File: config.mk
export PLATFORM = sky130hd
export DESIGN_NAME = port_security_mac_limiter
export DESIGN_NICKNAME = d
export VERILOG_FILES = /design/src/rtl/psml_pkg.sv /design/src/rtl/psml_ram.sv /design/src/rtl/psml_ctrl.sv /design/src/rtl/psml_datapath.sv /design/src/rtl/port_security_mac_limiter.sv
export SDC_FILE = /design/constraint.sdc
export NUM_CORES = 2
export LEC_CHECK = 0
export ABC_AREA = 1
export BUFFER_PORTS_ARGS = -buffer_cell sky130_fd_sc_hd__buf_4
export CORE_MARGIN = 1.5
export CORE_UTILIZATION = 51
export DETAILED_ROUTE_END_ITERATION = 8
export PLACE_DENSITY_LB_ADDON = 0.12
export RECOVER_POWER = 25
export SLEW_MARGIN = 25
export SYNTH_ARGS = -nofsm -noshare
export SYNTH_HDL_FRONTEND = slang
export SYNTH_SLANG_ARGS = --single-unit
export TNS_END_PERCENT = 20
File: constraint.sdc
create_clock -name clock -period 6.3 [get_ports clock]
set_input_delay 0.315 -clock clock [delete_from_list [all_inputs] [get_ports clock]]
set_output_delay 0.315 -clock clock [all_outputs]
set_load 0.01 [all_outputs]
File: src/rtl/psml_pkg.sv
// Shared types and constants of the port-security MAC limiter.
`default_nettype none
package psml_pkg;

   localparam int MAC_W = 48;
   localparam int VLAN_W = 12;
   localparam int CNT_W = 32;
   localparam int MAXA_W = 7;
   localparam int MODE_W = 2;
   localparam int LCNT_W = 5;
   localparam int REQ_DATA_W = 64;
   localparam int REQ_USER_W = 2;
   localparam int RSP_DATA_W = 72;
   localparam int CSR_ADDR_W = 4;
   localparam int CSR_DATA_W = 32;

   localparam logic [1:0] REQ_CHECK = 2'd0;
   localparam logic [1:0] REQ_STICKY = 2'd1;
   localparam logic [1:0] REQ_CLEAR = 2'd2;
   localparam logic [1:0] REQ_RECOVER = 2'd3;

   localparam logic [MODE_W-1:0] MODE_SHUTDOWN = 2'd2;

   localparam logic [1:0] REG_MAX_ADDR = 2'd0;
   localparam logic [1:0] REG_MODE = 2'd1;
   localparam logic [1:0] REG_ENABLE = 2'd2;

   typedef struct packed {
      logic sticky;
      logic [VLAN_W-1:0] vlan_id;
      logic [MAC_W-1:0] mac_address;
   } entry_type;

   typedef struct packed {
      logic [MAXA_W-1:0] max_addresses;
      logic [MODE_W-1:0] violation_mode;
      logic port_enabled;
   } cfg_type;

   typedef struct packed {
      logic start;
      logic scan_en;
      logic apply;
      logic load_rsp;
   } cmd_type;

   typedef struct packed {
      logic scan_done;
      logic rsp_free;
   } stat_type;

endpackage
`default_nettype wire

File: src/rtl/psml_ram.sv
// Generic single-write, single-read RAM with registered read data.
`default_nettype none
module psml_ram #(
   parameter int WIDTH = 8,
   parameter int DEPTH = 16
) (
   input wire logic clock,
   input wire logic wr_en,
   input wire logic [(DEPTH > 1 ? $clog2(DEPTH) : 1)-1:0] wr_addr,
   input wire logic [WIDTH-1:0] wr_data,
   input wire logic rd_en,
   input wire logic [(DEPTH > 1 ? $clog2(DEPTH) : 1)-1:0] rd_addr,
   output logic [WIDTH-1:0] rd_data
);

   logic [WIDTH-1:0] mem_ff [DEPTH];
   logic [WIDTH-1:0] rd_data_ff;

   always_ff @(posedge clock) begin
      if (wr_en) begin
         mem_ff[wr_addr] <= wr_data;
      end
      if (rd_en) begin
         rd_data_ff <= mem_ff[rd_addr];
      end
   end

   assign rd_data = rd_data_ff;

endmodule
`default_nettype wire

File: src/rtl/psml_ctrl.sv
// Request sequencer: accept, table scan, update and result hand-off.
`default_nettype none
module psml_ctrl
   import psml_pkg::*;
(
   input wire logic clock,
   input wire logic reset,
   input wire logic req_tvalid,
   output logic req_tready,
   input wire stat_type stat,
   output cmd_type cmd
);

   localparam logic [1:0] ST_IDLE = 2'd0;
   localparam logic [1:0] ST_SCAN = 2'd1;
   localparam logic [1:0] ST_APPLY = 2'd2;
   localparam logic [1:0] ST_RESP = 2'd3;

   logic [1:0] state_ff;
   logic [1:0] state_in;

   always_comb begin
      state_in = state_ff;
      cmd = '0;
      req_tready = 1'b0;
      case (state_ff)
         ST_IDLE: begin
            req_tready = 1'b1;
            if (req_tvalid) begin
               cmd.start = 1'b1;
               state_in = ST_SCAN;
            end
         end
         ST_SCAN: begin
            cmd.scan_en = 1'b1;
            if (stat.scan_done) begin
               state_in = ST_APPLY;
            end
         end
         ST_APPLY: begin
            cmd.apply = 1'b1;
            state_in = ST_RESP;
         end
         ST_RESP: begin
            if (stat.rsp_free) begin
               cmd.load_rsp = 1'b1;
               state_in = ST_IDLE;
            end
         end
         default: begin
            state_in = ST_IDLE;
         end
      endcase
   end

   always_ff @(posedge clock) begin
      if (reset) begin
         state_ff <= ST_IDLE;
      end else begin
         state_ff <= state_in;
      end
   end

endmodule
`default_nettype wire

File: src/rtl/psml_datapath.sv
// Address table, scan counters, violation counters and result register.
`default_nettype none
module psml_datapath
   import psml_pkg::*;
#(
   parameter int CAPACITY = 16
) (
   input wire logic clock,
   input wire logic reset,
   input wire cmd_type cmd,
   output stat_type stat,
   input wire cfg_type cfg,
   input wire logic [REQ_DATA_W-1:0] req_tdata,
   input wire logic [REQ_USER_W-1:0] req_tuser,
   input wire logic rsp_tready,
   output logic rsp_tvalid,
   output logic [RSP_DATA_W-1:0] rsp_tdata
);

   localparam int IW = CAPACITY > 1 ? $clog2(CAPACITY) : 1;
   localparam int CW = $clog2(CAPACITY + 1);
   localparam logic [CW-1:0] CNT_CAP = CW'(CAPACITY);

   logic [1:0] req_type_ff;
   logic [MAC_W-1:0] mac_ff;
   logic [VLAN_W-1:0] vlan_ff;

   logic [CW-1:0] entry_count_ff, entry_count_in;
   logic err_dis_ff, err_dis_in;
   logic [CNT_W-1:0] pviol_ff, pviol_in;
   logic [CNT_W-1:0] tviol_ff, tviol_in;

   logic [CW-1:0] scan_idx_ff, scan_idx_in;
   logic cmp_valid_ff, cmp_valid_in;
   logic [IW-1:0] cmp_idx_ff, cmp_idx_in;
   logic found_ff, found_in;
   logic [IW-1:0] found_idx_ff, found_idx_in;
   logic [CW-1:0] wr_ptr_ff, wr_ptr_in;

   logic status_ff, status_in;
   logic viol_ff, viol_in;

   logic rsp_valid_ff, rsp_valid_in;
   logic [RSP_DATA_W-1:0] rsp_data_ff, rsp_data_in;

   logic issue;
   logic match;
   logic rd_en;
   logic wr_en;
   logic [IW-1:0] wr_addr;
   entry_type wr_data;
   entry_type rd_data;
   logic [CW+MAXA_W-1:0] count_wide;
   logic [CW+LCNT_W-1:0] count_out;
   logic below_limit;
   logic refused;

   psml_ram #(
      .WIDTH($bits(entry_type)),
      .DEPTH(CAPACITY)
   ) u_ram (
      .clock(clock),
      .wr_en(wr_en),
      .wr_addr(wr_addr),
      .wr_data(wr_data),
      .rd_en(rd_en),
      .rd_addr(scan_idx_ff[IW-1:0]),
      .rd_data(rd_data)
   );

   assign issue = cmd.scan_en && (scan_idx_ff < entry_count_ff);
   assign rd_en = issue;
   assign match = (rd_data.mac_address == mac_ff) && (rd_data.vlan_id == vlan_ff);
   assign count_wide = {{MAXA_W{1'b0}}, entry_count_ff};
   assign count_out = {{LCNT_W{1'b0}}, entry_count_ff};
   assign below_limit = (count_wide[MAXA_W-1:0] < cfg.max_addresses)
                        && (entry_count_ff < CNT_CAP);
   assign refused = !cfg.port_enabled || err_dis_ff;

   assign stat = '{scan_done: !cmp_valid_ff && !(scan_idx_ff < entry_count_ff),
                   rsp_free: !rsp_valid_ff || rsp_tready};

   always_comb begin
      scan_idx_in = scan_idx_ff;
      cmp_valid_in = issue;
      cmp_idx_in = scan_idx_ff[IW-1:0];
      found_in = found_ff;
      found_idx_in = found_idx_ff;
      wr_ptr_in = wr_ptr_ff;
      entry_count_in = entry_count_ff;
      err_dis_in = err_dis_ff;
      pviol_in = pviol_ff;
      tviol_in = tviol_ff;
      status_in = status_ff;
      viol_in = viol_ff;
      wr_en = 1'b0;
      wr_addr = wr_ptr_ff[IW-1:0];
      wr_data = rd_data;

      if (cmd.start) begin
         scan_idx_in = '0;
         found_in = 1'b0;
         wr_ptr_in = '0;
      end
      if (issue) begin
         scan_idx_in = scan_idx_ff + 1'b1;
      end
      if (cmp_valid_ff) begin
         if (match && !found_ff) begin
            found_in = 1'b1;
            found_idx_in = cmp_idx_ff;
         end
         if ((req_type_ff == REQ_CLEAR) && rd_data.sticky) begin
            wr_en = 1'b1;
            wr_addr = wr_ptr_ff[IW-1:0];
            wr_data = rd_data;
            wr_ptr_in = wr_ptr_ff + 1'b1;
         end
      end

      if (cmd.apply) begin
         status_in = 1'b0;
         viol_in = 1'b0;
         case (req_type_ff)
            REQ_CHECK: begin
               if (refused) begin
                  status_in = 1'b1;
               end else if (!found_ff) begin
                  if (below_limit) begin
                     wr_en = 1'b1;
                     wr_addr = entry_count_ff[IW-1:0];
                     wr_data = '{sticky: 1'b0, vlan_id: vlan_ff, mac_address: mac_ff};
                     entry_count_in = entry_count_ff + 1'b1;
                  end else begin
                     status_in = 1'b1;
                     viol_in = 1'b1;
                     pviol_in = (pviol_ff == '1) ? pviol_ff : pviol_ff + 1'b1;
                     tviol_in = (tviol_ff == '1) ? tviol_ff : tviol_ff + 1'b1;
                     if (cfg.violation_mode == MODE_SHUTDOWN) begin
                        err_dis_in = 1'b1;
                     end
                  end
               end
            end
            REQ_STICKY: begin
               if (found_ff) begin
                  wr_en = 1'b1;
                  wr_addr = found_idx_ff;
                  wr_data = '{sticky: 1'b1, vlan_id: vlan_ff, mac_address: mac_ff};
               end else begin
                  status_in = 1'b1;
               end
            end
            REQ_CLEAR: begin
               entry_count_in = wr_ptr_ff;
            end
            REQ_RECOVER: begin
               err_dis_in = 1'b0;
               pviol_in = '0;
            end
            default: begin
               status_in = 1'b0;
            end
         endcase
      end
   end

   always_comb begin
      rsp_valid_in = rsp_valid_ff && !rsp_tready;
      rsp_data_in = rsp_data_ff;
      if (cmd.load_rsp) begin
         rsp_valid_in = 1'b1;
         rsp_data_in = {tviol_ff, pviol_ff, count_out[LCNT_W-1:0], err_dis_ff,
                        viol_ff, status_ff};
      end
   end

   always_ff @(posedge clock) begin
      if (reset) begin
         entry_count_ff <= '0;
         err_dis_ff <= 1'b0;
         pviol_ff <= '0;
         tviol_ff <= '0;
         cmp_valid_ff <= 1'b0;
         rsp_valid_ff <= 1'b0;
      end else begin
         entry_count_ff <= entry_count_in;
         err_dis_ff <= err_dis_in;
         pviol_ff <= pviol_in;
         tviol_ff <= tviol_in;
         cmp_valid_ff <= cmp_valid_in;
         rsp_valid_ff <= rsp_valid_in;
      end
   end

   always_ff @(posedge clock) begin
      if (cmd.start) begin
         req_type_ff <= req_tuser;
         mac_ff <= req_tdata[MAC_W-1:0];
         vlan_ff <= req_tdata[MAC_W+VLAN_W-1:MAC_W];
      end
      scan_idx_ff <= scan_idx_in;
      cmp_idx_ff <= cmp_idx_in;
      found_ff <= found_in;
      found_idx_ff <= found_idx_in;
      wr_ptr_ff <= wr_ptr_in;
      status_ff <= status_in;
      viol_ff <= viol_in;
      rsp_data_ff <= rsp_data_in;
   end

   assign rsp_tvalid = rsp_valid_ff;
   assign rsp_tdata = rsp_data_ff;

endmodule
`default_nettype wire

File: src/rtl/port_security_mac_limiter.sv
// Top level of the port-security MAC limiter: register port and block wiring.
//
// One instance guards one switch port. Requests arrive on the req_ stream: tuser holds the
// request kind (check, make sticky, clear dynamic, recover) and tdata the MAC and VLAN.
// Every request yields exactly one item on the rsp_ stream with status, violation flag,
// error-disable state, learned count and both violation counters.
// Limits and mode are set over the csr_ register port; the user must do so only while no
// request is in flight, as the block itself does not enforce it. A request is taken only
// when the engine is idle. It then scans the learned table one entry per cycle through the
// RAM read port. The next request can be taken in the cycle after a result is loaded.
// Clear dynamic compacts the table during the same scan through the RAM write port.
// The result sits in an output register; the next request is accepted while it waits, and
// a stalled receiver holds the engine only when the following result is ready.
// Reset empties the table, clears error-disable and both counters and restores the
// register defaults; table contents need no clearing pass.
`default_nettype none
module port_security_mac_limiter
   import psml_pkg::*;
#(
   parameter int CAPACITY = 16
) (
   input wire logic clock,
   input wire logic reset,
   input wire logic req_tvalid,
   output logic req_tready,
   // Fields from bit 0: mac_address[47:0], vlan_id[59:48], zero fill.
   input wire logic [REQ_DATA_W-1:0] req_tdata,
   // Fields from bit 0: req_type[1:0].
   input wire logic [REQ_USER_W-1:0] req_tuser,
   output logic rsp_tvalid,
   input wire logic rsp_tready,
   // Fields from bit 0: status, violation, port_shut, learned_count[7:3],
   // port_violations[39:8], all_violations[71:40].
   output logic [RSP_DATA_W-1:0] rsp_tdata,
   input wire logic csr_psel,
   input wire logic csr_penable,
   input wire logic csr_pwrite,
   input wire logic [CSR_ADDR_W-1:0] csr_paddr,
   input wire logic [CSR_DATA_W-1:0] csr_pwdata,
   output logic [CSR_DATA_W-1:0] csr_prdata,
   output logic csr_pready
);

   cfg_type cfg_ff;
   cfg_type cfg_in;
   cmd_type cmd;
   stat_type stat;
   logic csr_write;
   logic [1:0] reg_index;

   assign csr_pready = 1'b1;
   assign csr_write = csr_psel && csr_penable && csr_pwrite && csr_pready;
   assign reg_index = csr_paddr[3:2];

   always_comb begin
      cfg_in = cfg_ff;
      if (csr_write) begin
         case (reg_index)
            REG_MAX_ADDR: cfg_in.max_addresses = csr_pwdata[MAXA_W-1:0];
            REG_MODE: cfg_in.violation_mode = csr_pwdata[MODE_W-1:0];
            REG_ENABLE: cfg_in.port_enabled = csr_pwdata[0];
            default: cfg_in = cfg_ff;
         endcase
      end
   end

   always_comb begin
      case (reg_index)
         REG_MAX_ADDR: csr_prdata = {{(CSR_DATA_W-MAXA_W){1'b0}}, cfg_ff.max_addresses};
         REG_MODE: csr_prdata = {{(CSR_DATA_W-MODE_W){1'b0}}, cfg_ff.violation_mode};
         REG_ENABLE: csr_prdata = {{(CSR_DATA_W-1){1'b0}}, cfg_ff.port_enabled};
         default: csr_prdata = '0;
      endcase
   end

   always_ff @(posedge clock) begin
      if (reset) begin
         cfg_ff.max_addresses <= MAXA_W'(1);
         cfg_ff.violation_mode <= '0;
         cfg_ff.port_enabled <= 1'b0;
      end else begin
         cfg_ff <= cfg_in;
      end
   end

   psml_ctrl u_ctrl (
      .clock(clock),
      .reset(reset),
      .req_tvalid(req_tvalid),
      .req_tready(req_tready),
      .stat(stat),
      .cmd(cmd)
   );

   psml_datapath #(
      .CAPACITY(CAPACITY)
   ) u_datapath (
      .clock(clock),
      .reset(reset),
      .cmd(cmd),
      .stat(stat),
      .cfg(cfg_ff),
      .req_tdata(req_tdata),
      .req_tuser(req_tuser),
      .rsp_tready(rsp_tready),
      .rsp_tvalid(rsp_tvalid),
      .rsp_tdata(rsp_tdata)
   );

endmodule
`default_nettype wire

Yosys cells after proc, flatten, opt, wreduce, memory -nomap -nowiden

Memory sizes are Yosys's and may differ from the RTL's. A register that Yosys moved wholly into a read port is not among the register bits.
Index checks and enable logic that the tools add are counted.
W data, S select, Z words.

Add/subtract/negate cells: 5
Multiply operators: 0
Divide/modulo/power cells: 0
Magnitude comparators: 3
Eq/ne operators: 22
Shifts and indexed selects: 0
Muxes and demuxes: 62
Bitwise gates (word level): 5
Reduce and logical (&&, ||, !) cells: 33

Operators with widths:

| kind                    | number |
|---|---|
| $mux W61                | 5 |
| $mux W32                | 4 |
| $pmux W61 S2            | 1 |
| $add A32 B1 Y32 const B | 2 |
| $eq A32 B32 Y1 const B  | 2 |
| $pmux W32 S2            | 1 |
| $eq A48 B48 Y1          | 1 |
| $mux W5                 | 8 |
| $mux W1                 | 28 |
| $pmux W7 S3             | 1 |
| $mux W4                 | 5 |
| $reduce_and A6 Y1       | 3 |
| $add A5 B1 Y5 const B   | 3 |
| $ne A2 B2 Y1 const B    | 7 |
| $eq A12 B12 Y1          | 1 |
| $eq A2 B2 Y1 const B    | 6 |
| $pmux W5 S2             | 1 |
| $logic_and A1 B1 Y1     | 9 |
| $pmux W2 S4             | 1 |
| $pmux W4 S2             | 1 |
| $reduce_and A2 Y1       | 4 |
| $lt A5 B7 Y1            | 1 |
| $eq A2 B1 Y1 const B    | 3 |
| $logic_not A1 Y1        | 6 |
| other kinds (12)        | 26 |

Register bits after elaboration: 239
Latch bits: 0
Memory bits (writable): 976
Bits in read-only memories: 0
Logic and storage cells: 152
Memories: 1

Memory list:

| memory                  | depth | width | rd ports | clocked after memory_dff | wr ports | RTL line       | source |
|---|---|---|---|---|---|---|---|
| u_datapath.u_ram.mem_ff | 16    | 61    | 1        | 1                        | 1        | psml_ram.sv:16 | `logic [WIDTH-1:0] mem_ff [DEPTH];` |

Longest topological paths before layout

Depth in word-level cells: 11
Mapped depth: 15
Depth with buffers taken out: 15

Hierarchy

A second synthesis with hierarchy kept.

Cells, all modules: 5,855
Area total of the unflattened synthesis: 57,308.7 sq um

By module, submodules not included:

| module                    | times used | cells each | area each (sq um) |
|---|---|---|---|
| psml_ram                  | 1          | 4,014      | 43,439.2 |
| psml_datapath             | 1          | 1,699      | 12,947.4 |
| port_security_mac_limiter | 1          | 113        | 734.5 |
| psml_ctrl                 | 1          | 29         | 187.7 |

Worst setup path after synthesis

OpenSTA, ideal clock, no wires.

Kind: register to register
Start point: reg cfg_ff[5] in the netlist's numbering
End point: mem u_datapath.u_ram.mem_ff[0][0] in the netlist's numbering (enable)
Data arrival time: 4,153 ps
Required time: 5,820 ps
Path slack: 1,667 ps
Stages on the path, launching flop included: 14
Path buffers: 0
Clock period less this slack: 4,633 ps
Path through: dfxtp_1 > inv_1 > ha_1 > a21oi_1 > nand2_2 > nand2_2 > nand3_2 > nand2_1 > nand3_2 > nand2_1 > nand2_1 > nor2_1 > nand2_1 > nor2_1

Word-level cells in the longest chain between the ends: 9
Elaborated cells on any way between the ends: 14
Those cells by class: order compare (1); mux (12); reduce/logical (1)

Ends and longest elaborated chain:

| item                          | RTL line                        | source |
|---|---|---|
| start, declared               | port_security_mac_limiter.sv:44 | `cfg_type cfg_ff;` |
| start signal, assigned        | port_security_mac_limiter.sv:82 | `cfg_ff <= cfg_in;` |
| $lt A5 B7 Y1 *                | psml_datapath.sv:76             | `assign below_limit = (count_wide[MAXA_W-1:0] < cfg.max_addresses)` |
| $logic_and A1 B1 Y1 *         | psml_datapath.sv:77             | `&& (entry_count_ff < CNT_CAP);` |
| $mux W1                       | psml_datapath.sv:129            | `if (below_limit) begin` |
| $mux W1                       | psml_datapath.sv:128            | `end else if (!found_ff) begin` |
| $mux W1                       | psml_datapath.sv:126            | `if (refused) begin` |
| $pmux W1 S2                   | psml_datapath.sv:124            | `case (req_type_ff)` |
| $mux W1                       | psml_datapath.sv:121            | `if (cmd.apply) begin` |
| $mux W1                       | psml_ram.sv:20                  | `if (wr_en) begin` |
| $mux W1 (not written as such) | psml_ram.sv:21                  | `mem_ff[wr_addr] <= wr_data;` |
| end, declared                 | psml_ram.sv:16                  |  |

Mark *: on every way between the ends. The rest lies on a longest branch, timed or not.

Worst setup path after layout

Start point: reg u_ctrl.state_ff[0]
End point: mem u_datapath.u_ram.mem_ff[8][19] in the netlist's numbering (enable)

Word-level cells in the longest chain between the ends: 5
Elaborated cells on any way between the ends: 6
Those cells by class: eq/ne (1); mux (5)

Ends and longest elaborated chain:

| item                          | RTL line             | source |
|---|---|---|
| start, declared               | psml_ctrl.sv:19      | `logic [1:0] state_ff;` |
| start signal, assigned        | psml_ctrl.sv:60      | `state_ff <= state_in;` |
| $eq A2 B2 Y1 *                | psml_ctrl.sv:26      | `case (state_ff)` |
| $mux W1 *                     | psml_ctrl.sv:26      |  |
| $mux W1                       | psml_datapath.sv:121 |  |
| $mux W1                       | psml_ram.sv:20       |  |
| $mux W1 (not written as such) | psml_ram.sv:21       |  |

Marks and branches as above.

==> results by group <==
Critical path
  • Worst setup EP type: register
  • Req. time, crit path: 6670 ps
  • Crit path DAT: 5210 ps
  • CP Max Fanout: 43
  • Worst Setup Start Kind: register
  • WS Path Type: register to register

Placed design
  • Post-DP HPWL: 71100 um
  • Gp weighted congestion: 0.884
  • Placement Cell Area: 0.0549 mm^2
  • Placed Instances: 5479
  • Dpl ws: 2320 ps
  • Port Buf Inserts: around 160

Synthesis
  • Largest family of logic cells by synthesized area: simple AND/OR/NAND/NOR gates
  • Synth Instances: 4091
  • Seq/Total Area, Yosys: 0.717
  • Ys async rst share: 0
  • Mux cell area share after synthesis: 0.0179
  • Post-Synth XOR/XNOR Area: 0.00975
  • Post-Synth Simple-Gate Area: 0.113
  • Unique masters post-synth: 52
  • Yosys reg bits: 1276
  • Most used DFF post-synth: edfxtp_1
  • Synthesized cell area: 0.0521 mm^2
  • Post-Synth Adder-Cell Area: 0.00504
  • Synth warn: 0
  • Synth Area in Compound Gates: 0.101
  • Mean Syn Cell Area: 12.7 um^2
  • Post-synth EDFFs: between 1000 and 1500

Global route
  • Antenna violations before repair: 1
  • All-layer global routing usage: 0.259
  • First-pass GRT wire length: 200000 um
  • Pin count of the biggest net entering global routing: 240
  • Vias in the first global route: ~32000
  • GRT overflow: 0

Power
  • Peak VDD IR: between 0.0006 and 0.0007 V
  • Share of power burned in registers: 0.435
  • Psw: 7.83 mW
  • Sw Share: 0.319
  • Internal: roughly 17 mW
  • P_leak: 19.7 nW
  • Gate power share: 0.247
  • Total power: 24.6 mW
  • PD cells: 413 mW/mm^2
  • Power share of the clock group: 0.317

Cells and area
  • Final nets: ~4500
  • Register area: 0.0374 mm^2
  • Post-Layout Inst Area: 0.0595 mm^2
  • Non-Filler Instances: just under 6000
  • Final-layout fill cell count: around 8300
  • Syn-to-layout area delta: 14.2%
  • Share of cells above drive strength 1: 0.0955
  • Area of the multi-input gates: approximately 0.013 mm^2

Route
  • Total Wirelength: 134000 um
  • DRC violations left: 0
  • WL/cell: 23.2 um
  • Iter 0 DRT Violations: 3580
  • Vias: 33600
  • Final ANT Viol Nets: 0
  • Vias/cell: between 5 and 6
  • DRT Pass-1 Iters: 5

STA
  • Fmax: 207 MHz
  • Crit path time final: 4840 ps
  • Final slew viol count: 428
  • RSZ-0062 raised after global routing: no
  • Worst setup margin: 1460 ps
  • Clock Skews: 35.6 ps
  • Worst-Margin Slew: 3760 ps
  • Max_slew headroom: -1.50
  • Tcrit/Tclk final: 0.768
  • Setup-failing EPs final: 0
  • Hold Fails Final Rpt: 0
  • Setup TNS: 0 ps

Die
  • DIE WIDTH: about 320 um
  • Die span in y: 323 um
  • I/O pin cnt: roughly 220
  • Die area: 0.104 mm^2
  • Initial core utilization: 0.513
  • Core Area: 0.102 mm^2
  • Cell row count: about 120

Worst hold path
  • HP Class: input pin to register

Clocking
  • CTS tree: done
  • Root Driver: clkbuf_16
  • H-tree depth: 4
  • Clock-pin transition on the worst setup and hold timing paths: 60 ps
  • Clk sinks: approximately 1300
  • Worst skew pair latency: around 760 ps
  • Resize count post-CTS: 0
  • Total CTS buffers: around 130
  • Max Root-Sink Buffers: 3

Status
  • Status: complete, but fails checks
  • Failing checks: max-capacitance violations, max-slew violations

Run
  • Max_cap viols: 7
-- kinds of logic after synthesis --
| kind of cell | count (synthesis) |
|---|---|
| buf+inv | 407 |
| compound gates | 788 |
| xor+xnor | 58 |
| other cells | 2 |
| simple gates | 1446 |
| mux | 93 |
| flops | 1276 |
| fa+ha+maj | 21 |
-- synthesized netlist by cell type (62+ instances only) --
cell      count  area [um^2]
edfxtp_1   1182        35500
nor2_1      719         2700
nand2_1     503         1890
o21ai_0     331         1660
o32ai_1     151         1320
inv_1       140          526
clkbuf_1    129          484
nand3_1     117          586
dfxtp_1      94         1880
mux2i_1      93          931
o211ai_1     93          698
o221ai_1     93          815
buf_2        65          325
a21oi_1      62          310
-- worst max-delay path, cell delays in order (launching register included) --
cell and delay, ps:
dfxtp_1 320, inv_1 100, ha_1 1340, buf_4 760
nand2_1 150, a21oi_1 200, nand2_1 240, nor2_4 670
buf_4 610
-- layer usage --
| metal | track usage | share of wire | vias to the layer above |
|---|---|---|---|
| met5 | 0 | 0 | - |
| met1 | 0.373 | 0.43 | 16700 |
| met4 | 0.0777 | 0.024 | 0 |
| li1 | - | - | 15500 |
| met2 | 0.409 | 0.47 | 1261 |
| met3 | 0.0396 | 0.076 | 210 |
-- flip-flops by register name, indices dropped and copies added (netlist names) --
| register | cells |
|---|---|
| u_datapath.rsp_tvalid | 1 |
| cfg_ff | 10 |
| u_ctrl.state_ff | 2 |
| u_datapath.tviol_ff | 32 |
| u_datapath.u_ram.mem_ff | 976 |
| u_datapath.err_dis_ff | 1 |
| u_datapath.req_type_ff | 2 |
| u_datapath.scan_idx_ff | 5 |
| u_datapath.found_ff | 1 |
| u_datapath.viol_ff | 1 |
| u_datapath.entry_count_ff | 5 |
| u_datapath.rsp_tdata | 72 |
| u_datapath.wr_ptr_ff | 5 |
| u_datapath.pviol_ff | 32 |
| u_datapath.status_ff | 1 |
| u_datapath.cmp_idx_ff | 4 |
| u_datapath.found_idx_ff | 4 |
| u_datapath.cmp_valid_ff | 1 |
| u_datapath.u_ram.rd_data | 61 |
| u_datapath.vlan_ff | 12 |
| u_datapath.mac_ff | 48 |
-- power groups by stage --
stage / logic, mW / registers [mW] / clock network, mW
after floorplan: 4.06 / 10.8 / 0
after global placement: 5.96 / 10.8 / 0
after detailed placement: 6.03 / 10.8 / 0
after CTS: 6.10 / 10.7 / 7.93
after global routing: 6.66 / 10.7 / 8.26
final: 6.08 / 10.7 / 7.79
-- metrics by stage --
stage | hold WS (ps) | util
6_report | 111 | 0.586
2_1_floorplan | 386 | -
3_3_place_gp | 387 | 0.540
3_5_place_dp | 389 | 0.540
4_1_cts | 47.0 | 0.590
5_1_grt | 122 | 0.586
-- layout by cell type, fill, tap and decap left out, drive strengths merged, types with 9 or more instances in the layout --
cell type / netlist / layout
edfxtp: 1182 / 1182
nor2: 724 / 724
nand2: 518 / 518
o21ai: 335 / 335
clkbuf: 129 / 312
inv: 152 / 155
o32ai: 151 / 151
nand3: 124 / 124
buf: 125 / 103
dfxtp: 94 / 94
o211ai: 93 / 93
mux2i: 93 / 93
o221ai: 93 / 93
a21oi: 84 / 84
dlygate4sd3: 0 / 75
clkinv: 1 / 58
xor2: 46 / 46
nor3: 32 / 32
conb: 2 / 26
nand4: 24 / 24
ha: 21 / 21
o22ai: 14 / 14
xnor2: 12 / 12
bufinv: 0 / 12
nor4: 11 / 11
a211oi: 9 / 9
-- final cells by class --
type                    count  share of cell area
inverters                 153             0.00990
multi-input cells        2432               0.219
clock inverters            77              0.0121
well taps                1368              0.0288
diodes                      1           0.0000420
flip-flops and latches   1276               0.628
repair buffers            327              0.0415
clock buffers             163              0.0607
-- what timing repair did --
action | in CTS | in global routing
setup endpoints to repair | 0 | 0
hold endpoints to repair | 74 | 0
hold buffers | 75 | 0
setup buffers | 0 | 0
-- path summary, 6_finish.rpt --
kind | to | startpoint | cells after the start | slack [ps]
hold reg to reg | u_datapath.found_idx_ff[1] | u_datapath.cmp_idx_ff[1] | 0 | 400
hold / removal | cfg_ff[0] | csr_paddr[3] | 5 | 110
setup reg to reg | u_datapath.u_ram.mem_ff[8][19] | u_ctrl.state_ff[0] | 8 | 1460
setup / recovery | u_datapath.u_ram.mem_ff[8][19] | u_ctrl.state_ff[0] | 8 | 1460
Power figures use the tool's default switching activity.
